===== src/hw/rtl/tsd_pkg.sv =====
// Shared types, constants and helpers of the touch swipe direction detector.
// No dependencies; every other file of the block depends on this package.
package tsd_pkg;

  // Field widths of the event and result channels
  localparam int unsigned EvTypeBits  = 5;
  localparam int unsigned EvCodeBits  = 10;
  localparam int unsigned EvValueBits = 12;
  localparam int unsigned DirBits     = 3;
  localparam int unsigned CoordBits   = 12;

  localparam logic [EvValueBits-1:0] CoordMax = EvValueBits'((1 << CoordBits) - 1);

  // Event decode codes
  localparam logic [EvTypeBits-1:0] EvtAbs      = 5'd3;
  localparam logic [EvTypeBits-1:0] EvtKey      = 5'd1;
  localparam logic [EvCodeBits-1:0] AxisX       = 10'd0;
  localparam logic [EvCodeBits-1:0] AxisY       = 10'd1;
  localparam logic [EvCodeBits-1:0] ButtonTouch = 10'd330;

  // Command queue between front and back
  localparam int unsigned QueueDepth    = 2;
  localparam int unsigned QueuePtrBits  = $clog2(QueueDepth);
  localparam int unsigned QueueCntBits  = QueuePtrBits + 1;

  typedef enum logic [1:0] {
    CMD_SET_X   = 2'd0,
    CMD_SET_Y   = 2'd1,
    CMD_RELEASE = 2'd2
  } cmd_op_e;

  typedef struct packed {
    cmd_op_e              op;
    logic [CoordBits-1:0] value;
  } cmd_t;

  typedef enum logic [1:0] {
    PH_WAIT_X = 2'd0,
    PH_WAIT_Y = 2'd1,
    PH_TRACK  = 2'd2
  } phase_e;

  typedef enum logic [DirBits-1:0] {
    DIR_NONE  = 3'd0,
    DIR_UP    = 3'd1,
    DIR_DOWN  = 3'd2,
    DIR_LEFT  = 3'd3,
    DIR_RIGHT = 3'd4
  } dir_e;

  // Saturate a raw event value to the coordinate range
  function automatic logic [CoordBits-1:0] clamp_coord(input logic [EvValueBits-1:0] raw);
    logic [EvValueBits-1:0] sat;
    sat = (raw > CoordMax) ? CoordMax : raw;
    return sat[CoordBits-1:0];
  endfunction

endpackage


===== src/hw/rtl/tsd_if.sv =====
// Valid/ready channel interfaces: touch events in, swipe results out.
// Depends on tsd_pkg for the field widths.
interface tsd_ev_if;
  logic                               valid;
  logic                               ready;
  logic [tsd_pkg::EvTypeBits-1:0]     ev_type;
  logic [tsd_pkg::EvCodeBits-1:0]     ev_code;
  logic [tsd_pkg::EvValueBits-1:0]    ev_value;

  modport source (output valid, ev_type, ev_code, ev_value, input ready);
  modport sink   (input valid, ev_type, ev_code, ev_value, output ready);
endinterface

interface tsd_res_if;
  logic                               valid;
  logic                               ready;
  logic [tsd_pkg::DirBits-1:0]        direction;
  logic [tsd_pkg::EvValueBits-1:0]    start_x;
  logic [tsd_pkg::EvValueBits-1:0]    start_y;
  logic [tsd_pkg::EvValueBits-1:0]    end_x;
  logic [tsd_pkg::EvValueBits-1:0]    end_y;

  modport source (output valid, direction, start_x, start_y, end_x, end_y, input ready);
  modport sink   (input valid, direction, start_x, start_y, end_x, end_y, output ready);
endinterface


===== src/hw/rtl/tsd_front.sv =====
// Front end: decodes touch events into queue commands and drops the rest.
// Depends on tsd_pkg.
module tsd_front (
  input  logic                              ev_valid_i,
  output logic                              ev_ready_o,
  input  logic [tsd_pkg::EvTypeBits-1:0]    ev_type_i,
  input  logic [tsd_pkg::EvCodeBits-1:0]    ev_code_i,
  input  logic [tsd_pkg::EvValueBits-1:0]   ev_value_i,
  output logic                              push_o,
  output tsd_pkg::cmd_t                     push_cmd_o,
  input  logic                              full_i
);
  import tsd_pkg::*;

  logic is_x;
  logic is_y;
  logic is_release;

  always_comb begin
    is_x       = (ev_type_i == EvtAbs) && (ev_code_i == AxisX);
    is_y       = (ev_type_i == EvtAbs) && (ev_code_i == AxisY);
    is_release = (ev_type_i == EvtKey) && (ev_code_i == ButtonTouch) && (ev_value_i == '0);

    push_cmd_o.value = clamp_coord(ev_value_i);
    if (is_x) begin
      push_cmd_o.op = CMD_SET_X;
    end else if (is_y) begin
      push_cmd_o.op = CMD_SET_Y;
    end else begin
      push_cmd_o.op = CMD_RELEASE;
    end
  end

  // Stall only when the queue is full; irrelevant events transfer and vanish
  assign ev_ready_o = !full_i;
  assign push_o     = ev_valid_i && !full_i && (is_x || is_y || is_release);

endmodule


===== src/hw/rtl/tsd_cmd_fifo.sv =====
// Short command queue that decouples the decode front from the state back end.
// Depends on tsd_pkg for the command type and depth.
module tsd_cmd_fifo (
  input  logic          clk_i,
  input  logic          rst_ni,
  input  logic          push_i,
  input  tsd_pkg::cmd_t push_cmd_i,
  output logic          full_o,
  output logic          head_valid_o,
  output tsd_pkg::cmd_t head_cmd_o,
  input  logic          pop_i
);
  import tsd_pkg::*;

  cmd_t                    mem_q [QueueDepth];
  logic [QueuePtrBits-1:0] wr_ptr_q, wr_ptr_d;
  logic [QueuePtrBits-1:0] rd_ptr_q, rd_ptr_d;
  logic [QueueCntBits-1:0] count_q, count_d;

  always_comb begin
    wr_ptr_d = wr_ptr_q;
    rd_ptr_d = rd_ptr_q;
    count_d  = count_q;
    if (push_i) begin
      wr_ptr_d = (wr_ptr_q == QueuePtrBits'(QueueDepth - 1)) ? '0 : wr_ptr_q + 1'b1;
    end
    if (pop_i) begin
      rd_ptr_d = (rd_ptr_q == QueuePtrBits'(QueueDepth - 1)) ? '0 : rd_ptr_q + 1'b1;
    end
    case ({push_i, pop_i})
      2'b10:   count_d = count_q + 1'b1;
      2'b01:   count_d = count_q - 1'b1;
      default: count_d = count_q;
    endcase
  end

  always_ff @(posedge clk_i or negedge rst_ni) begin
    if (!rst_ni) begin
      wr_ptr_q <= '0;
      rd_ptr_q <= '0;
      count_q  <= '0;
    end else begin
      wr_ptr_q <= wr_ptr_d;
      rd_ptr_q <= rd_ptr_d;
      count_q  <= count_d;
    end
  end

  always_ff @(posedge clk_i) begin
    if (push_i) begin
      mem_q[wr_ptr_q] <= push_cmd_i;
    end
  end

  assign full_o       = (count_q == QueueCntBits'(QueueDepth));
  assign head_valid_o = (count_q != '0);
  assign head_cmd_o   = mem_q[rd_ptr_q];

`ifndef SYNTHESIS
  a_no_overflow: assert property (@(posedge clk_i) disable iff (!rst_ni)
    full_o |-> !push_i)
    else $error("command queue written while full");

  a_no_underflow: assert property (@(posedge clk_i) disable iff (!rst_ni)
    pop_i |-> head_valid_o)
    else $error("command queue read while empty");

  a_count_in_range: assert property (@(posedge clk_i) disable iff (!rst_ni)
    count_q <= QueueCntBits'(QueueDepth))
    else $error("command queue count out of range");
`endif

endmodule


===== src/hw/rtl/tsd_back.sv =====
// Back end: runs the three-phase swipe machine and holds the result register.
// Depends on tsd_pkg.
module tsd_back (
  input  logic                              clk_i,
  input  logic                              rst_ni,
  input  logic                              head_valid_i,
  input  tsd_pkg::cmd_t                     head_cmd_i,
  output logic                              pop_o,
  output logic                              res_valid_o,
  input  logic                              res_ready_i,
  output logic [tsd_pkg::DirBits-1:0]       res_direction_o,
  output logic [tsd_pkg::EvValueBits-1:0]   res_start_x_o,
  output logic [tsd_pkg::EvValueBits-1:0]   res_start_y_o,
  output logic [tsd_pkg::EvValueBits-1:0]   res_end_x_o,
  output logic [tsd_pkg::EvValueBits-1:0]   res_end_y_o
);
  import tsd_pkg::*;

  phase_e               phase_q, phase_d;
  logic [CoordBits-1:0] first_x_q, first_x_d;
  logic [CoordBits-1:0] first_y_q, first_y_d;
  logic [CoordBits-1:0] last_x_q, last_x_d;
  logic [CoordBits-1:0] last_y_q, last_y_d;
  logic                 out_valid_q, out_valid_d;
  dir_e                 out_dir_q;
  logic [CoordBits-1:0] out_sx_q, out_sy_q, out_ex_q, out_ey_q;

  logic                 slot_free;
  logic                 emit;
  logic [CoordBits-1:0] dx, dy;
  dir_e                 dir;

  // Displacements and direction from the stored start and end points
  always_comb begin
    dy  = (first_y_q > last_y_q) ? first_y_q - last_y_q : last_y_q - first_y_q;
    dx  = (first_x_q > last_x_q) ? first_x_q - last_x_q : last_x_q - first_x_q;
    dir = DIR_NONE;
    if (dy > dx) begin
      if (first_y_q > last_y_q) begin
        dir = DIR_UP;
      end else if (first_y_q < last_y_q) begin
        dir = DIR_DOWN;
      end
    end else if (dy < dx) begin
      if (first_x_q > last_x_q) begin
        dir = DIR_LEFT;
      end else if (first_x_q < last_x_q) begin
        dir = DIR_RIGHT;
      end
    end
  end

  assign slot_free = !out_valid_q || res_ready_i;

  always_comb begin
    phase_d     = phase_q;
    first_x_d   = first_x_q;
    first_y_d   = first_y_q;
    last_x_d    = last_x_q;
    last_y_d    = last_y_q;
    emit        = 1'b0;
    // Hold a release in tracking until the result register can take it
    pop_o       = head_valid_i &&
                  (slot_free || !(phase_q == PH_TRACK && head_cmd_i.op == CMD_RELEASE));
    out_valid_d = out_valid_q && !res_ready_i;
    if (pop_o) begin
      case (phase_q)
        PH_WAIT_Y: begin
          if (head_cmd_i.op == CMD_SET_Y) begin
            first_y_d = head_cmd_i.value;
            phase_d   = PH_TRACK;
          end
        end
        PH_TRACK: begin
          case (head_cmd_i.op)
            CMD_SET_X: last_x_d = head_cmd_i.value;
            CMD_SET_Y: last_y_d = head_cmd_i.value;
            default: begin
              emit    = 1'b1;
              phase_d = PH_WAIT_X;
            end
          endcase
        end
        default: begin
          if (head_cmd_i.op == CMD_SET_X) begin
            first_x_d = head_cmd_i.value;
            phase_d   = PH_WAIT_Y;
          end
        end
      endcase
    end
    if (emit) begin
      out_valid_d = 1'b1;
    end
  end

  always_ff @(posedge clk_i or negedge rst_ni) begin
    if (!rst_ni) begin
      phase_q     <= PH_WAIT_X;
      first_x_q   <= '0;
      first_y_q   <= '0;
      last_x_q    <= '0;
      last_y_q    <= '0;
      out_valid_q <= 1'b0;
    end else begin
      phase_q     <= phase_d;
      first_x_q   <= first_x_d;
      first_y_q   <= first_y_d;
      last_x_q    <= last_x_d;
      last_y_q    <= last_y_d;
      out_valid_q <= out_valid_d;
    end
  end

  always_ff @(posedge clk_i) begin
    if (emit) begin
      out_dir_q <= dir;
      out_sx_q  <= first_x_q;
      out_sy_q  <= first_y_q;
      out_ex_q  <= last_x_q;
      out_ey_q  <= last_y_q;
    end
  end

  assign res_valid_o     = out_valid_q;
  assign res_direction_o = out_dir_q;
  assign res_start_x_o   = EvValueBits'(out_sx_q);
  assign res_start_y_o   = EvValueBits'(out_sy_q);
  assign res_end_x_o     = EvValueBits'(out_ex_q);
  assign res_end_y_o     = EvValueBits'(out_ey_q);

`ifndef SYNTHESIS
  a_release_rearms: assert property (@(posedge clk_i) disable iff (!rst_ni)
    (pop_o && phase_q == PH_TRACK && head_cmd_i.op == CMD_RELEASE)
      |=> (phase_q == PH_WAIT_X && out_valid_q))
    else $error("release in tracking did not produce a result and rearm");

  a_result_needs_release: assert property (@(posedge clk_i) disable iff (!rst_ni)
    $rose(out_valid_q) |-> $past(phase_q) == PH_TRACK)
    else $error("result raised outside the tracking phase");

  a_no_overwrite: assert property (@(posedge clk_i) disable iff (!rst_ni)
    (out_valid_q && !res_ready_i) |-> !emit)
    else $error("pending result overwritten");
`endif

endmodule


===== src/hw/rtl/touch_swipe_direction_detector_unit.sv =====
// Touch swipe direction detector: one touch event (type, code, value) transfers per cycle on
// ev_i whenever the two-entry command queue has room; the back end retires one queued command
// per cycle unless a release in tracking waits for the result register, so the sustained rate
// is one event per cycle while results are taken. X, Y and touch-release events are queued,
// all other events transfer and are dropped. A release during tracking passes through the
// command queue and then loads the result register, which drives res_o. A result that waits
// on res_o holds the next release in tracking at the queue head, and events behind it back
// up into the queue and stall ev_i once it is full. No clearing pass follows reset.
// Depends on tsd_pkg, tsd_if, tsd_front, tsd_cmd_fifo and tsd_back.
module touch_swipe_direction_detector_unit (
  input  logic      clk_i,
  input  logic      rst_ni,
  tsd_ev_if.sink    ev_i,
  tsd_res_if.source res_o
);
  import tsd_pkg::*;

  logic push;
  cmd_t push_cmd;
  logic full;
  logic head_valid;
  cmd_t head_cmd;
  logic pop;

  tsd_front u_front (
    .ev_valid_i (ev_i.valid),
    .ev_ready_o (ev_i.ready),
    .ev_type_i  (ev_i.ev_type),
    .ev_code_i  (ev_i.ev_code),
    .ev_value_i (ev_i.ev_value),
    .push_o     (push),
    .push_cmd_o (push_cmd),
    .full_i     (full)
  );

  tsd_cmd_fifo u_fifo (
    .clk_i        (clk_i),
    .rst_ni       (rst_ni),
    .push_i       (push),
    .push_cmd_i   (push_cmd),
    .full_o       (full),
    .head_valid_o (head_valid),
    .head_cmd_o   (head_cmd),
    .pop_i        (pop)
  );

  tsd_back u_back (
    .clk_i           (clk_i),
    .rst_ni          (rst_ni),
    .head_valid_i    (head_valid),
    .head_cmd_i      (head_cmd),
    .pop_o           (pop),
    .res_valid_o     (res_o.valid),
    .res_ready_i     (res_o.ready),
    .res_direction_o (res_o.direction),
    .res_start_x_o   (res_o.start_x),
    .res_start_y_o   (res_o.start_y),
    .res_end_x_o     (res_o.end_x),
    .res_end_y_o     (res_o.end_y)
  );

endmodule

===== src/flat_wrapper.sv =====
// flat-port wrapper written by rule: the top's interface ports become plain ports
module touch_swipe_direction_detector_unit_flat import tsd_pkg::*;
  (clk_i, rst_ni, ev_i_valid, ev_i_ev_type, ev_i_ev_code, ev_i_ev_value, ev_i_ready, res_o_valid, res_o_direction, res_o_start_x, res_o_start_y, res_o_end_x, res_o_end_y, res_o_ready);
  tsd_ev_if ev_i_i ();
  tsd_res_if res_o_i ();
  input  logic clk_i;
  input  logic rst_ni;
  input wire logic [$bits(ev_i_i.valid)-1:0] ev_i_valid;
  input wire logic [$bits(ev_i_i.ev_type)-1:0] ev_i_ev_type;
  input wire logic [$bits(ev_i_i.ev_code)-1:0] ev_i_ev_code;
  input wire logic [$bits(ev_i_i.ev_value)-1:0] ev_i_ev_value;
  output wire logic [$bits(ev_i_i.ready)-1:0] ev_i_ready;
  output wire logic [$bits(res_o_i.valid)-1:0] res_o_valid;
  output wire logic [$bits(res_o_i.direction)-1:0] res_o_direction;
  output wire logic [$bits(res_o_i.start_x)-1:0] res_o_start_x;
  output wire logic [$bits(res_o_i.start_y)-1:0] res_o_start_y;
  output wire logic [$bits(res_o_i.end_x)-1:0] res_o_end_x;
  output wire logic [$bits(res_o_i.end_y)-1:0] res_o_end_y;
  input wire logic [$bits(res_o_i.ready)-1:0] res_o_ready;
  assign ev_i_i.valid = ev_i_valid;
  assign ev_i_i.ev_type = ev_i_ev_type;
  assign ev_i_i.ev_code = ev_i_ev_code;
  assign ev_i_i.ev_value = ev_i_ev_value;
  assign ev_i_ready = ev_i_i.ready;
  assign res_o_valid = res_o_i.valid;
  assign res_o_direction = res_o_i.direction;
  assign res_o_start_x = res_o_i.start_x;
  assign res_o_start_y = res_o_i.start_y;
  assign res_o_end_x = res_o_i.end_x;
  assign res_o_end_y = res_o_i.end_y;
  assign res_o_i.ready = res_o_ready;
  touch_swipe_direction_detector_unit u_core (.clk_i(clk_i), .rst_ni(rst_ni), .ev_i(ev_i_i), .res_o(res_o_i));
endmodule

===== config.mk =====
export PLATFORM = sky130hd
export DESIGN_NAME = touch_swipe_direction_detector_unit_flat
export DESIGN_NICKNAME = d
export VERILOG_FILES = /design/src/hw/rtl/tsd_pkg.sv /design/src/hw/rtl/tsd_if.sv /design/src/hw/rtl/tsd_front.sv /design/src/hw/rtl/tsd_cmd_fifo.sv /design/src/hw/rtl/tsd_back.sv /design/src/hw/rtl/touch_swipe_direction_detector_unit.sv /design/src/flat_wrapper.sv
export SDC_FILE = /design/constraint.sdc
export NUM_CORES = 1
export LEC_CHECK = 0
export BUFFER_PORTS_ARGS = -buffer_cell sky130_fd_sc_hd__buf_2
export CORE_MARGIN = 2
export CORE_UTILIZATION = 40
export CTS_CLUSTER_DIAMETER = 60
export CTS_CLUSTER_SIZE = 24
export DETAILED_ROUTE_END_ITERATION = 10
export SLEW_MARGIN = 20
export SYNTH_ARGS = -nofsm -noshare
export SYNTH_HDL_FRONTEND = slang
export SYNTH_SLANG_ARGS = --single-unit

===== constraint.sdc =====
create_clock -name clk_i -period 4.1 [get_ports clk_i]
set_input_delay 0.82 -clock clk_i [delete_from_list [all_inputs] [get_ports clk_i]]
set_output_delay 0.82 -clock clk_i [all_outputs]
set_load 0.01 [all_outputs]

==> run_results.csv <==
group,metric,value,unit
run_status,outcome,"finished, final reports clean",
critical_path,critPathCaptureType,"flop",
die,io-pin-count,84,
die,core,18000,sq um
critical_path,worstPathRequired,4.26,ns
critical_path,max_stage_delay,0.42,ns
global_routing,grt_max_degree,45,
route,ant_nets,0,
synth,yosys.area.top_type,"edfxtp_1",
synth,async_reset_ff_share,41.0,%
critical_path,rr_worst_depth,16,
critical_path,critPathSlowestCell,"fa_1",
global_routing,grt_pass1_vias,5206,
clocking,clock_sinks,134,
sta,tightest_slew,0.960,ns
global_routing,antenna_found_initial,0,
die,die-area,19400,sq um
clocking,clk_latency,0.42,ns
sta,finalCriticalPeriod,3.93,ns
die,core.rowCount,49,
synth,synth_edf_count,79,
sta,final.setup.tns,0,ns
sta,relSlewSlack,35.8,%
clocking,htree_levels,4,
global_routing,grt_usage,19.1,%
sta,drv_slew,0,
synth,synth_compound_area_share,13.3,%
layout,nets,850,
route,first_iter_violations,349,
layout,fin_area,8560,sq um
synth,yosys.area_share.simple,9.26,%
die,start_util,40.8,%
route,via_per_inst,5.17,
die,die_w,139,um
route,wirelength,17800,um
placed_design,place_hpwl,13600,um
placed_design,placed_area,7960,sq um
run,cap_violations,0,
route,drtPass1Iterations,5,
layout,diodes,0,
placed_design,gp_congestion,0.891,
synth,synth_mux_area_share,5.58,%
synth,syn_avg_cell_area,11.0,sq um
sta,rsz0062_at_grt,"no",
critical_path,critPathTopFamily,"compound AO/OA/AOI/OAI gates",
critical_path,path_max_fanout,12,
critical_path,rr_endpoint,"u_core.u_back.res_direction_o[0]",
synth,ys.flop_type,"edfxtp_1",
layout,area_growth,16.9,%
critical_path,crit_chain,"inv_1 > ha_1 > inv_1 > fa_1 > a211oi_2 > o211ai_2 > a21oi_2 > a31oi_4 > mux2_1 > ha_1 > nor2b_1 > o21a_1 > o21a_1 > o21ai_1 > o211ai_1 > mux2i_1",
critical_path,critPathKind,"flop to flop",
clocking,cts_buffer_depth,2,
synth,ys_types,58,
layout,fillers,1658,
sta,hold_viol_final,0,
layout,final_common_cell,"buf_2",
clocking,clk_pin_slew_worst_paths,0.07,ns
worst_hold_path,holdCritPathClass,"input pin to asynchronous set/reset pin",
global_routing,grt_pass1_wl,28600,um
sta,setup_viol,0,
synth,synth_top_family_by_area,"compound AO/OA/AOI/OAI gates",
critical_path,setup.worst_path.start_class,"flop",
critical_path,path_buf_inv,2,
layout,final_cell_mix,"buf_2 (82), nand2_1 (80), edfxtp_1 (79)",
synth,synth_fp_nets,765,
synth,yosys_warnings,0,
critical_path,worst-path-stages,16,
route,wl_per_cell,17.9,um
synth,netlist_instances,669,
sta,fin_skew,0.00996,ns
synth,synth_adder_area_share,11.5,%
die,die_h,139,um
route,drc_errors,0,
critical_path,cp.arrival,4.09,ns
sta,fmaxAchievable,255,MHz
sta,period_share,95.8,%
route,num_vias,5150,
placed_design,port_buffers,83,
layout,drive_above_1_share,19.8,%
synth,yosysTopAreaCellShare,32.4,%
clocking,cts_buffers,17,
synth,synth-xor-area-share,3.11,%
synth,synthesis.area,7330,sq um
clocking,cts_tree,"yes",
synth,seq_area_frac_synth,51.2,%
global_routing,overflow,0,
clocking,cts-root-buf,"clkbuf_16",
synth,ys_ff_latch,134,
synth,synth_area_leaders,"edfxtp_1 (32%), dfrtp_1 (19%), ha_1 (10%)",
critical_path,regToRegSetupSlack,0.17,ns
critical_path,rr_startpoint,"u_core.u_back.first_y_q[0]",
[final cells by class]
class	instances	area (sq um)	share of cell area, %
Clock buffer	17	425	4.97
Clock inverter	15	139	1.62
Inverter	60	225	2.63
Multi-Input combinational cell	437	3150	36.8
Sequential cell	134	3750	43.8
Tap cell	229	287	3.35
Timing Repair Buffer	104	588	6.87
[flip-flops by register name, summed over array words and instances (netlist names)]
name                           count
u_core.u_back.res_end_x_o         12
u_core.u_back.last_y_q            12
u_core.u_back.res_valid_o          1
u_core.u_back.phase_q              2
u_core.u_fifo.wr_ptr_q             1
u_core.u_back.res_start_y_o       12
u_core.u_back.res_end_y_o         12
u_core.u_back.last_x_q            12
u_core.u_fifo.mem_q               28
u_core.u_back.res_start_x_o       12
u_core.u_back.first_x_q           12
u_core.u_back.res_direction_o      3
u_core.u_fifo.count_q              2
u_core.u_back.first_y_q           12
u_core.u_fifo.rd_ptr_q             1
[synthesized netlist by cell type, types with 3 or more instances]
| cell type | count |
|---|---|
| nor2_1 | 18 |
| nand4_1 | 5 |
| dfrtp_1 | 55 |
| xnor2_1 | 17 |
| nor3_1 | 7 |
| fa_1 | 4 |
| nand3b_1 | 4 |
| o21ai_1 | 47 |
| inv_1 | 60 |
| buf_4 | 5 |
| o21ai_0 | 15 |
| ha_1 | 61 |
| nor4_1 | 5 |
| clkbuf_1 | 20 |
| edfxtp_1 | 79 |
| buf_2 | 7 |
| mux2_1 | 3 |
| o211ai_1 | 3 |
| o21a_1 | 3 |
| nand2_1 | 80 |
| xor2_1 | 9 |
| a21oi_1 | 40 |
| a31oi_1 | 8 |
| nand3_1 | 14 |
| mux2i_1 | 35 |
| a21o_1 | 21 |
| buf_6 | 4 |
[logic make-up after synthesis]
family,count (synthesis)
fa+ha+maj,65
buf+inv,98
xor+xnor,26
compound gates,158
simple gates,148
mux,40
flops,134
[per-stage QoR]
step                setup slack [ns]  std cells  utilization, %  hold slack, ns
floorplan                      0.383        669               -           0.446
global placement               0.257        960            44.3           0.459
detailed placement            0.0768        960            44.3           0.479
CTS                           0.0564        992            47.4           0.491
global route                 0.00763        996            47.7           0.438
finish                         0.173        996            47.7           0.412
[how the worst max path moves through the flow]
stage                               startpoint                                to
finish              u_core.u_back.first_y_q[0]  u_core.u_back.res_direction_o[0]
floorplan               u_core.u_fifo.rd_ptr_q  u_core.u_back.res_direction_o[0]
global route        u_core.u_back.first_x_q[0]  u_core.u_back.res_direction_o[0]
global placement    u_core.u_back.first_y_q[0]  u_core.u_back.res_direction_o[1]
detailed placement  u_core.u_back.first_y_q[0]  u_core.u_back.res_direction_o[0]
CTS                 u_core.u_back.first_y_q[0]  u_core.u_back.res_direction_o[0]
[layer usage]
layer	track usage, %	up-vias	share of wire, %
met4	6.38	0	2.2
met2	30.4	104	47
met5	0	-	0
li1	-	2524	-
met1	25.7	2500	47
met3	4.51	22	4.0
[timing repair]
action / CTS / global route
hold buffers: 0 / 0
buffers inserted: 0 / 4
gates resized for setup: 0 / 1
endpoints found under the setup margin: 0 / 3
Power is left out: the tool's default activity adds up to more than one toggle a clock period on the data nets, which glitch-free logic cannot reach.
